<file path="config.mk">
export PLATFORM = sky130hd
export DESIGN_NAME = timer_deadline_queue
export DESIGN_NICKNAME = d
export VERILOG_FILES = /design/src/tdq_pkg.sv /design/src/timer_deadline_queue.sv /design/src/tdq_datapath.sv /design/src/tdq_controller.sv
export SDC_FILE = /design/constraint.sdc
export NUM_CORES = 2
export LEC_CHECK = 0
export ABC_AREA = 1
export BUFFER_PORTS_ARGS = -buffer_cell sky130_fd_sc_hd__buf_4
export CAP_MARGIN = 20
export CORE_MARGIN = 1
export CORE_UTILIZATION = 57
export CTS_CLUSTER_SIZE = 10
export DETAILED_ROUTE_END_ITERATION = 10
export PLACE_DENSITY = 0.76
export SYNTH_ARGS = -nofsm -noshare
export SYNTH_HDL_FRONTEND = slang
export SYNTH_SLANG_ARGS = --single-unit
</file>
<file path="constraint.sdc">
create_clock -name clock -period 5.2 [get_ports clock]
set_input_delay 0.26 -clock clock [delete_from_list [all_inputs] [get_ports clock]]
set_output_delay 0.26 -clock clock [all_outputs]
set_load 0.02 [all_outputs]
</file>
<file path="src/tdq_pkg.sv">
// tdq_pkg: shared sizes, codes and struct types for the timer deadline queue.
// No dependencies; the controller, datapath and top level import it.

package tdq_pkg;

   localparam int DEPTH   = 16;
   localparam int IDX_W   = $clog2(DEPTH);
   localparam int OCC_W   = $clog2(DEPTH + 1);
   localparam int MAX_OUT = 16;
   localparam int EMIT_W  = $clog2(MAX_OUT + 1);
   localparam int TICK_W  = 32;
   localparam int DELAY_W = 20;
   localparam int KEY_W   = 16;
   localparam int KIND_W  = 2;

   localparam logic CMD_TICK     = 1'b0;
   localparam logic CMD_SCHEDULE = 1'b1;

   localparam logic [KIND_W-1:0] KIND_EXPIRED  = 2'd0;
   localparam logic [KIND_W-1:0] KIND_ACCEPTED = 2'd1;
   localparam logic [KIND_W-1:0] KIND_REJECTED = 2'd2;

   // source of a result loaded into the output register
   localparam logic [1:0] PUSH_PEND   = 2'd0;
   localparam logic [1:0] PUSH_ACCEPT = 2'd1;
   localparam logic [1:0] PUSH_REJECT = 2'd2;

   typedef struct packed {
      logic               cmd;
      logic [DELAY_W-1:0] delay;
      logic [KEY_W-1:0]   key;
   } req_type;

   typedef struct packed {
      logic [KIND_W-1:0] kind;
      logic [KEY_W-1:0]  expired_key;
      logic              last;
   } rsp_type;

   typedef struct packed {
      logic       capture;
      logic       tick_inc;
      logic       sched_write;
      logic       scan_clear;
      logic       scan_issue;
      logic       take_best;
      logic       rm_read;
      logic       rm_write;
      logic       push;
      logic [1:0] push_src;
      logic       push_last;
   } ctl_cmd_type;

   typedef struct packed {
      logic in_sched;
      logic full;
      logic issue_done;
      logic pipe_busy;
      logic best_vld;
      logic pend_vld;
      logic out_free;
      logic cnt_max;
   } ctl_status_type;

endpackage

</file>
<file path="src/timer_deadline_queue.sv">
// timer_deadline_queue: top level of the earliest-deadline timer queue.
// Depends on tdq_pkg; instantiates tdq_controller and tdq_datapath.
//
//   channel  direction  handshake              payload
//   req_     in         req_valid / req_stall  tdq_pkg::req_type (cmd, delay, key)
//   rsp_     out        rsp_valid / rsp_stall  tdq_pkg::rsp_type (kind, expired_key, last)
//
// Each pick of a tick request scans the entry memory one slot per cycle through its
// single read port, and each pop moves the last slot into the hole.
// Reset clears the tick count, occupancy and output register; the entry memory is not.
// A stalled result holds in the output register; a new request waits until idle.

module timer_deadline_queue (
   input  logic             clock,
   input  logic             reset,
   input  logic             req_valid,
   output logic             req_stall,
   input  tdq_pkg::req_type req_payload,
   output logic             rsp_valid,
   input  logic             rsp_stall,
   output tdq_pkg::rsp_type rsp_payload
);
   import tdq_pkg::*;

   ctl_cmd_type    ctl_cmd;
   ctl_status_type ctl_status;

   // sequence: accept, then schedule or scan/pop rounds
   tdq_controller u_ctl (
      .clock     (clock),
      .reset     (reset),
      .req_valid (req_valid),
      .req_stall (req_stall),
      .status    (ctl_status),
      .cmd       (ctl_cmd)
   );

   // storage, age compare pipeline and result register
   tdq_datapath u_dp (
      .clock       (clock),
      .reset       (reset),
      .req_payload (req_payload),
      .cmd         (ctl_cmd),
      .status      (ctl_status),
      .rsp_stall   (rsp_stall),
      .rsp_valid   (rsp_valid),
      .rsp_payload (rsp_payload)
   );

endmodule

</file>
<file path="src/tdq_datapath.sv">
// tdq_datapath: tick counter, entry memory, due-entry scan pipeline and output register.
// Depends on tdq_pkg; driven by tdq_controller through command and status structs.

module tdq_datapath (
   input  logic                    clock,
   input  logic                    reset,
   input  tdq_pkg::req_type        req_payload,
   input  tdq_pkg::ctl_cmd_type    cmd,
   output tdq_pkg::ctl_status_type status,
   input  logic                    rsp_stall,
   output logic                    rsp_valid,
   output tdq_pkg::rsp_type        rsp_payload
);
   import tdq_pkg::*;

   logic [TICK_W-1:0] mem_deadline [DEPTH];
   logic [KEY_W-1:0]  mem_key      [DEPTH];

   req_type           req_ff;
   logic [TICK_W-1:0] tick_ff;
   logic [OCC_W-1:0]  occ_ff;
   logic [OCC_W-1:0]  scan_idx_ff;
   logic [TICK_W-1:0] rd_deadline_ff;
   logic [KEY_W-1:0]  rd_key_ff;
   logic              s1_vld_ff;
   logic [IDX_W-1:0]  s1_idx_ff;
   logic              s2_vld_ff;
   logic [TICK_W-1:0] age_ff;
   logic [KEY_W-1:0]  key2_ff;
   logic [IDX_W-1:0]  idx2_ff;
   logic              best_vld_ff;
   logic [TICK_W-1:0] best_age_ff;
   logic [KEY_W-1:0]  best_key_ff;
   logic [IDX_W-1:0]  best_idx_ff;
   logic              pend_vld_ff;
   logic [KEY_W-1:0]  pend_key_ff;
   logic [EMIT_W-1:0] emit_cnt_ff;
   logic              rsp_vld_ff;
   rsp_type           rsp_ff;
   rsp_type           rsp_in;

   logic              issue;
   logic              issue_done;
   logic              rd_en;
   logic [IDX_W-1:0]  rd_addr;
   logic              wr_en;
   logic [IDX_W-1:0]  wr_addr;
   logic [TICK_W-1:0] wr_deadline;
   logic [KEY_W-1:0]  wr_key;
   logic [OCC_W-1:0]  occ_m1;
   logic              better;

   assign occ_m1     = occ_ff - OCC_W'(1);
   assign issue_done = (scan_idx_ff == occ_ff);
   assign issue      = cmd.scan_issue && !issue_done;
   assign rd_en      = issue || cmd.rm_read;
   assign rd_addr    = cmd.rm_read ? occ_m1[IDX_W-1:0] : scan_idx_ff[IDX_W-1:0];
   assign wr_en      = cmd.sched_write || cmd.rm_write;
   assign wr_addr    = cmd.rm_write ? best_idx_ff : occ_ff[IDX_W-1:0];
   assign wr_deadline = cmd.rm_write ? rd_deadline_ff
                                     : tick_ff + TICK_W'(req_ff.delay);
   assign wr_key     = cmd.rm_write ? rd_key_ff : req_ff.key;

   // entry is due when the wrapped age has its top bit clear; keep the oldest,
   // lower key wins on equal age, first slot wins on a full tie
   assign better = s2_vld_ff && !age_ff[TICK_W-1] &&
                   (!best_vld_ff || (age_ff > best_age_ff) ||
                    ((age_ff == best_age_ff) && (key2_ff < best_key_ff)));

   always_ff @(posedge clock) begin
      if (rd_en) begin
         rd_deadline_ff <= mem_deadline[rd_addr];
         rd_key_ff      <= mem_key[rd_addr];
      end
      if (wr_en) begin
         mem_deadline[wr_addr] <= wr_deadline;
         mem_key[wr_addr]      <= wr_key;
      end
   end

   always_comb begin
      rsp_in = '0;
      unique case (cmd.push_src)
         PUSH_PEND: begin
            rsp_in.kind        = KIND_EXPIRED;
            rsp_in.expired_key = pend_key_ff;
            rsp_in.last        = cmd.push_last;
         end
         PUSH_ACCEPT: begin
            rsp_in.kind = KIND_ACCEPTED;
            rsp_in.last = 1'b1;
         end
         PUSH_REJECT: begin
            rsp_in.kind = KIND_REJECTED;
            rsp_in.last = 1'b1;
         end
         default: begin
            rsp_in = '0;
         end
      endcase
   end

   always_ff @(posedge clock) begin
      if (reset) begin
         tick_ff     <= '0;
         occ_ff      <= '0;
         scan_idx_ff <= '0;
         s1_vld_ff   <= 1'b0;
         s2_vld_ff   <= 1'b0;
         best_vld_ff <= 1'b0;
         pend_vld_ff <= 1'b0;
         emit_cnt_ff <= '0;
         rsp_vld_ff  <= 1'b0;
      end else begin
         if (cmd.tick_inc) begin
            tick_ff <= tick_ff + TICK_W'(1);
         end
         if (cmd.sched_write) begin
            occ_ff <= occ_ff + OCC_W'(1);
         end else if (cmd.rm_write) begin
            occ_ff <= occ_m1;
         end
         if (cmd.scan_clear) begin
            scan_idx_ff <= '0;
         end else if (issue) begin
            scan_idx_ff <= scan_idx_ff + OCC_W'(1);
         end
         s1_vld_ff <= issue;
         s2_vld_ff <= s1_vld_ff;
         if (cmd.scan_clear) begin
            best_vld_ff <= 1'b0;
         end else if (better) begin
            best_vld_ff <= 1'b1;
         end
         if (cmd.tick_inc) begin
            pend_vld_ff <= 1'b0;
            emit_cnt_ff <= '0;
         end else if (cmd.take_best) begin
            pend_vld_ff <= 1'b1;
            emit_cnt_ff <= emit_cnt_ff + EMIT_W'(1);
         end else if (cmd.push && cmd.push_last) begin
            pend_vld_ff <= 1'b0;
         end
         if (cmd.push) begin
            rsp_vld_ff <= 1'b1;
         end else if (!rsp_stall) begin
            rsp_vld_ff <= 1'b0;
         end
      end
   end

   always_ff @(posedge clock) begin
      if (cmd.capture) begin
         req_ff <= req_payload;
      end
      s1_idx_ff <= scan_idx_ff[IDX_W-1:0];
      age_ff    <= tick_ff - rd_deadline_ff;
      key2_ff   <= rd_key_ff;
      idx2_ff   <= s1_idx_ff;
      if (better) begin
         best_age_ff <= age_ff;
         best_key_ff <= key2_ff;
         best_idx_ff <= idx2_ff;
      end
      if (cmd.take_best) begin
         pend_key_ff <= best_key_ff;
      end
      if (cmd.push) begin
         rsp_ff <= rsp_in;
      end
   end

   assign status.in_sched   = (req_payload.cmd == CMD_SCHEDULE);
   assign status.full       = (occ_ff == OCC_W'(DEPTH));
   assign status.issue_done = issue_done;
   assign status.pipe_busy  = s1_vld_ff || s2_vld_ff;
   assign status.best_vld   = best_vld_ff;
   assign status.pend_vld   = pend_vld_ff;
   assign status.out_free   = !rsp_vld_ff || !rsp_stall;
   assign status.cnt_max    = (emit_cnt_ff == EMIT_W'(MAX_OUT));

   assign rsp_valid   = rsp_vld_ff;
   assign rsp_payload = rsp_ff;

endmodule

</file>
<file path="src/tdq_controller.sv">
// tdq_controller: state machine that sequences schedule, scan, pop and result steps.
// Depends on tdq_pkg; commands tdq_datapath and reads its status.

module tdq_controller (
   input  logic                    clock,
   input  logic                    reset,
   input  logic                    req_valid,
   output logic                    req_stall,
   input  tdq_pkg::ctl_status_type status,
   output tdq_pkg::ctl_cmd_type    cmd
);
   import tdq_pkg::*;

   localparam logic [2:0] ST_IDLE   = 3'd0;
   localparam logic [2:0] ST_SCHED  = 3'd1;
   localparam logic [2:0] ST_TICK   = 3'd2;
   localparam logic [2:0] ST_SCAN   = 3'd3;
   localparam logic [2:0] ST_DECIDE = 3'd4;
   localparam logic [2:0] ST_RM_RD  = 3'd5;
   localparam logic [2:0] ST_RM_WR  = 3'd6;
   localparam logic [2:0] ST_FLUSH  = 3'd7;

   logic [2:0] state_ff;
   logic [2:0] state_in;

   assign req_stall = (state_ff != ST_IDLE);

   always_comb begin
      cmd      = '0;
      state_in = state_ff;
      unique case (state_ff)
         ST_IDLE: begin
            if (req_valid) begin
               cmd.capture = 1'b1;
               state_in    = status.in_sched ? ST_SCHED : ST_TICK;
            end
         end
         ST_SCHED: begin
            if (status.out_free) begin
               cmd.push = 1'b1;
               if (status.full) begin
                  cmd.push_src = PUSH_REJECT;
               end else begin
                  cmd.push_src    = PUSH_ACCEPT;
                  cmd.sched_write = 1'b1;
               end
               state_in = ST_IDLE;
            end
         end
         ST_TICK: begin
            cmd.tick_inc   = 1'b1;
            cmd.scan_clear = 1'b1;
            state_in       = ST_SCAN;
         end
         ST_SCAN: begin
            cmd.scan_issue = 1'b1;
            if (status.issue_done && !status.pipe_busy) begin
               state_in = ST_DECIDE;
            end
         end
         ST_DECIDE: begin
            // hand the previous pick out; the new pick waits until we know
            // whether another one follows
            if (status.out_free) begin
               if (status.pend_vld) begin
                  cmd.push      = 1'b1;
                  cmd.push_src  = PUSH_PEND;
                  cmd.push_last = !status.best_vld;
               end
               if (status.best_vld) begin
                  cmd.take_best = 1'b1;
                  state_in      = ST_RM_RD;
               end else begin
                  state_in = ST_IDLE;
               end
            end
         end
         ST_RM_RD: begin
            cmd.rm_read = 1'b1;
            state_in    = ST_RM_WR;
         end
         ST_RM_WR: begin
            cmd.rm_write = 1'b1;
            if (status.cnt_max) begin
               state_in = ST_FLUSH;
            end else begin
               cmd.scan_clear = 1'b1;
               state_in       = ST_SCAN;
            end
         end
         ST_FLUSH: begin
            if (status.out_free) begin
               cmd.push      = 1'b1;
               cmd.push_src  = PUSH_PEND;
               cmd.push_last = 1'b1;
               state_in      = ST_IDLE;
            end
         end
         default: begin
            state_in = ST_IDLE;
         end
      endcase
   end

   always_ff @(posedge clock) begin
      if (reset) begin
         state_ff <= ST_IDLE;
      end else begin
         state_ff <= state_in;
      end
   end

endmodule
</file>
# Word level (Yosys, flattened, before mapping)
# Memories as Yosys holds them, arrays and structs flattened. A register that Yosys moved wholly into a read port is not among the register bits.
# Index checks and enable logic that the tools add are counted.
# word_totals
word_cells,123
mem_bits_rw,768
out_inout_bits,21
register_bits,234
memories,2
# op_classes
add_sub_neg,7
eq_ne,18
n_reduce_logical,28
muxes,43
n_lt_le_gt_ge,2
# memory_table
name,words,width,rd,rd_clocked_by_memory_dff,write_ports,line,text
u_dp.mem_deadline,16,32,1,1,1,tdq_datapath.sv:16,logic [TICK_W-1:0] mem_deadline [DEPTH];
u_dp.mem_key,16,16,1,1,1,tdq_datapath.sv:17,logic [KEY_W-1:0] mem_key [DEPTH];
# ops
operator,n
"32-bit by 1-bit adder with 32-bit output, second input constant",1
32-bit by 20-bit adder with 32-bit output,1
32-bit equality test,1
32-bit > comparator,1
32-bit two-way mux,1
32-bit subtractor,1
3-bit two-way mux,7
3-bit case mux with 7 select lines,1
4-bit two-way mux,5
1-bit two-way mux,19
16-bit < comparator,1
16-bit two-way mux,1
"5-bit by 1-bit adder with 5-bit output, second input constant",3
"3-bit equality test, second input constant",4
"5-bit equality test, second input constant",2
5-bit two-way mux,2
3-bit case mux with 3 select lines,1
2-bit OR reduction,4
"3-bit by 2-bit equality test with 1-bit output, second input constant",2
1-bit logical AND,6
1-bit logical NOT,6
1-bit logical OR,6
"2-bit by 1-bit inequality test with 1-bit output, second input constant",3
1-bit case mux with 2 select lines,3
other kinds (13),16

# Depth between registers and ports, before layout
# logic_depth
word_depth,7
ltp_mapped,16

# Modules after synthesis
# Synthesis repeated with hierarchy kept, for this count alone.
# unflattened
cells_unflattened,3950
area_unflattened_um2,44926.8
# modules_own_cells
module,cells_each,seq_area_each_um2,n_inst,area_each_um2
tdq_datapath,3883,30359.1,1,44559.0
tdq_controller,67,60.1,1,367.9

# Worst setup path before layout
# OpenSTA, ideal clock, no wires.
# synth_path
path_kind,flip-flop to flip-flop
startpoint,register u_dp.occ_ff[0]
endpoint,"memory u_dp.mem_deadline[1][0], enable pin"
required_ps,4687
path_buffers,1
slack_ps,-32
setup_time_ps,513
period_less_slack_ps,5232
stages_incl_launch_ff,9
arrival_time_ps,4719
path_cell_list,dfxtp_1 -> clkbuf_2 -> inv_1 -> ha_1 -> nand4_1 -> nand3_1 -> nand2_1 -> inv_1 -> nor3_1
# synth_between
elab_chain_len,7
# synth_rtl
item,line,text
"start, declared",tdq_datapath.sv:21,logic [OCC_W-1:0] occ_ff;
"start signal, assigned",tdq_datapath.sv:119,occ_ff <= occ_ff + OCC_W'(1);
"start signal, assigned",tdq_datapath.sv:121,occ_ff <= occ_m1;
5-bit equality test,tdq_datapath.sv:174,assign status.full = (occ_ff == OCC_W'(DEPTH));
1-bit two-way mux,tdq_controller.sv:41,if (status.full) begin
1-bit two-way mux,tdq_controller.sv:39,if (status.out_free) begin
1-bit two-way mux,tdq_controller.sv:31,unique case (state_ff)
1-bit logical OR,tdq_datapath.sv:58,assign wr_en = cmd.sched_write || cmd.rm_write;
1-bit two-way mux,tdq_datapath.sv:75,if (wr_en) begin
1-bit two-way mux (implied by the code),tdq_datapath.sv:76,mem_deadline[wr_addr] <= wr_deadline;
"end, declared",tdq_datapath.sv:16,
# Several ways; a longest one is shown, not always the timed one.

# Worst setup path after layout
# layout_path
startpoint,register u_ctl.state_ff[0]
endpoint,"memory u_dp.mem_deadline[3][28], enable pin"
# layout_between
elab_chain_len,5
# layout_rtl
item,line,text
"start, declared",tdq_controller.sv:23,logic [2:0] state_ff;
"start signal, assigned",tdq_controller.sv:109,state_ff <= state_in;
3-bit by 1-bit equality test with 1-bit output or 3-bit equality test (tied branches),tdq_controller.sv:31,
1-bit two-way mux,tdq_controller.sv:31,
1-bit logical OR,tdq_datapath.sv:58,
1-bit two-way mux,tdq_datapath.sv:75,
1-bit two-way mux (implied by the code),tdq_datapath.sv:76,
# Several ways; a longest one is shown, not always the timed one.

==> flow_metrics.tcl <==
set metrics [dict create \
    antenna_found_initial 2 \
    syn_area_um2 44800 \
    fin_cells 5188 \
    drtAntennaViolNets 0 \
    p_sw_share_pct 29.1 \
    clk_pin_slew_ps 60 \
    cts_tree "yes" \
    ys_warn_count 0 \
    initial_core_util_pct 57.7 \
    vdd_ir_drop_max_uv 314 \
    drc 0 \
    startpoint_type "flop" \
    seq_area_frac_synth_pct 67.9 \
    slew_viol_final 0 \
    drt_iter0_drc 3564 \
    crit_type "flop to flop" \
    postSynthAreaPerCell_um2 11.3 \
    synthArstFlopShare_pct 0 \
    finish.utilization_pct 64.9 \
    setup-violations-final 0 \
    skew_ps 51.0 \
    fin_crit_ps 3740 \
    hpwl_um 67400 \
    post_cts_resized 0 \
    clock_tree.root_cell "clkbuf_16" \
    status "completed" \
    power.total_mw 22.3 \
    portBuffers 61 \
    tightest_slew_ps 1100 \
    required_ps 5550 \
    synth_edf_count 939 \
    num-nets-final 4228 \
    rsz0062_at_grt "no" \
    path_max_fanout 50 \
    coreArea_um2 77600 \
    ys_ff_latch 1050 \
    ys_types 41 \
    cellLeakagePower_nw 18.2 \
    wirelength_um 115000 \
    synth_fp_nets 4124 \
    synth_flop_cell "edfxtp_1" \
    clockPowerShare_pct 32.9 \
    place_congestion 0.983 \
    area_delta_synth_final_pct 12.3 \
    synth_cells 3973 \
    grt_max_degree 238 \
    die-area_um2 79700 \
    drive_gt1_share_pct 6.99 \
    grt_pass1_vias 29772 \
    dp.cells 4962 \
    vias_per_cell 5.94 \
    pre_cts_ws_ps 1600 \
    n_fill_cell 5728 \
    p_switching_mw 6.49 \
    vias 30796 \
    insertion_delay_ps 700 \
    grt-ovfl-total 0 \
    combPwrFrac_pct 18.8 \
    numCtsBuffers 116 \
    fin_area_um2 50300 \
    rows 102 \
    ios 62 \
    fin_ws_ps 1460 \
    relSlewSlack_pct 26.7 \
    die_width_um 282 \
    max_freq_mhz 267 \
    dieHeight_um 282 \
    setup.worst_path.end_class "flop" \
    grt_pass1_wl_um 173000 \
    hold_ws_ps 33.7 \
    min_path_type "primary input to flop" \
    htreeDepth 3 \
    p_int_mw 15.8 \
    fin_crit_sh_pct 71.9 \
    cts_num_sinks 1050 \
    maxCapViolations 0 \
    p_seq_share_pct 48.2 \
    wl_per_cell_um 22.1 \
    clockBufferDepth 3 \
    grt_use_total_pct 28.9 \
    cp.arrival_ps 4080 \
    postCtsHoldBufs 37 \
    cts_setup_buffers 0 \
    finalHoldViolations 0 \
    tns_ps 0 \
    placed_area_um2 46600 \
    dr.pass1.iters 6 \
    power.density_nw_per_um2 442 \
]
-- synth_stat cells (3+ instances only) --
cell      count  area share, %
a21boi_0      3          0.050
a21o_1        7           0.12
a21oi_1     115            1.3
buf_2        78           0.87
buf_4         5          0.084
clkbuf_1     90           0.75
dfxtp_1     111            5.0
edfxtp_1    939             63
ha_1        108            3.0
inv_1       271            2.3
inv_2         4          0.033
nand2_1     482            4.0
nand3_1     192            2.1
nand3b_1      4          0.067
nand4_1      25           0.35
nor2_1      721            6.0
nor3_1       39           0.44
nor3b_1       3          0.050
nor4_1        7          0.098
o211ai_1    192            3.2
o21a_1        6           0.10
o21ai_0     477            5.3
o21ai_1       7          0.078
o21bai_1      5          0.084
or2_2         4          0.056
xnor2_1      22           0.43
xor2_1       36           0.70
-- final cells by class --
class | instances | area, um2 | area share [%]
Clock buffer | 180 | 3230 | 6.41
Clock inverter | 8 | 97.6 | 0.194
Antenna cell | 1 | 2.50 | 0.00497
Tap cell | 1040 | 1300 | 2.59
Timing Repair Buffer | 163 | 1520 | 3.01
Inverter | 275 | 1040 | 2.07
Multi-Input combinational cell | 2471 | 12700 | 25.3
Sequential cell | 1050 | 30400 | 60.4
-- layout by cell type (no fill, tap or decap), drive strengths merged, types with 6 or more instances in the layout --
cell type	Yosys	routed
edfxtp	939	939
nor2	721	721
o21ai	487	487
nand2	482	482
inv	275	279
nand3	193	193
o211ai	192	192
clkbuf	92	180
buf	85	126
a21oi	115	115
dfxtp	111	111
ha	108	108
nor3	39	39
dlygate4sd3	0	37
xor2	36	36
nand4	25	25
xnor2	22	22
a21o	7	7
nor4	7	7
o21a	6	6
-- cell families after synthesis --
kind of cell | count (synthesis) | share of synthesized area [%]
buffers and inverters | 452 | 4.07
DFF | 1050 | 67.9
AOI/OAI and AO/OA | 822 | 10.5
xor gates and xnor gates | 58 | 1.13
adders and majority gates | 110 | 3.10
and+or+nand+nor | 1481 | 13.4
-- flip-flops by register name (all words and copies together) (netlist names), 3 cells and up --
| signal | flops |
|---|---|
| u_dp.best_key_ff | 16 |
| u_dp.idx2_ff | 4 |
| u_dp.req_ff | 36 |
| u_dp.best_idx_ff | 4 |
| u_dp.s1_idx_ff | 4 |
| u_dp.age_ff | 32 |
| u_dp.mem_key | 256 |
| u_dp.tick_ff | 32 |
| u_dp.emit_cnt_ff | 5 |
| u_dp.rd_deadline_ff | 32 |
| u_ctl.state_ff | 3 |
| u_dp.scan_idx_ff | 5 |
| u_dp.best_age_ff | 32 |
| u_dp.occ_ff | 5 |
| u_dp.mem_deadline | 512 |
| u_dp.pend_key_ff | 16 |
| u_dp.rd_key_ff | 16 |
| u_dp.rsp_payload | 19 |
| u_dp.key2_ff | 16 |
-- worst max-delay path, cell delays in order, from the launching register on --
cell and delay (ps):
dfxtp_1 460, inv_1 130, nand2_1 180, nor2_4 50
inv_2 110, buf_4 580, nand2_1 150, nand2_1 230
nand3_1 220, nor2_4 820, buf_4 440
-- layer usage --
| metal | vias to the layer above | GRT usage [%] | share of wire (%) |
|---|---|---|---|
| li1 | 14204 | - | - |
| met1 | 14765 | 39.5 | 40 |
| met2 | 1543 | 46.4 | 47 |
| met3 | 282 | 4.42 | 9.4 |
| met4 | 2 | 11.9 | 3.7 |
| met5 | - | 0 | 0.011 |
-- power by group through the flow --
stage / Sequential, mW / Combinational (mW) / Clock (mW)
after global placement: 10.9 / 4.01 / 0
final: 10.7 / 4.19 / 7.34
after global routing: 10.8 / 4.59 / 7.74
after detailed placement: 10.9 / 4.08 / 0
after floorplan: 10.8 / 2.57 / 0
after CTS: 10.7 / 4.14 / 7.41
-- path summary, 6_finish.rpt --
| check | startpoint | endpoint | slack [ps] | cells after the start |
|---|---|---|---|---|
| setup / recovery | u_ctl.state_ff[0] | u_dp.mem_deadline[3][28] | 1460 | 10 |
| hold / removal | req_payload[36] | u_ctl.state_ff[0] | 30 | 5 |
| setup reg to reg | u_ctl.state_ff[0] | u_dp.mem_deadline[3][28] | 1460 | 10 |
| hold reg to reg | u_dp.s1_idx_ff[2] | u_dp.idx2_ff[2] | 330 | 0 |
Note: power is estimated with default switching activity, not from simulation.
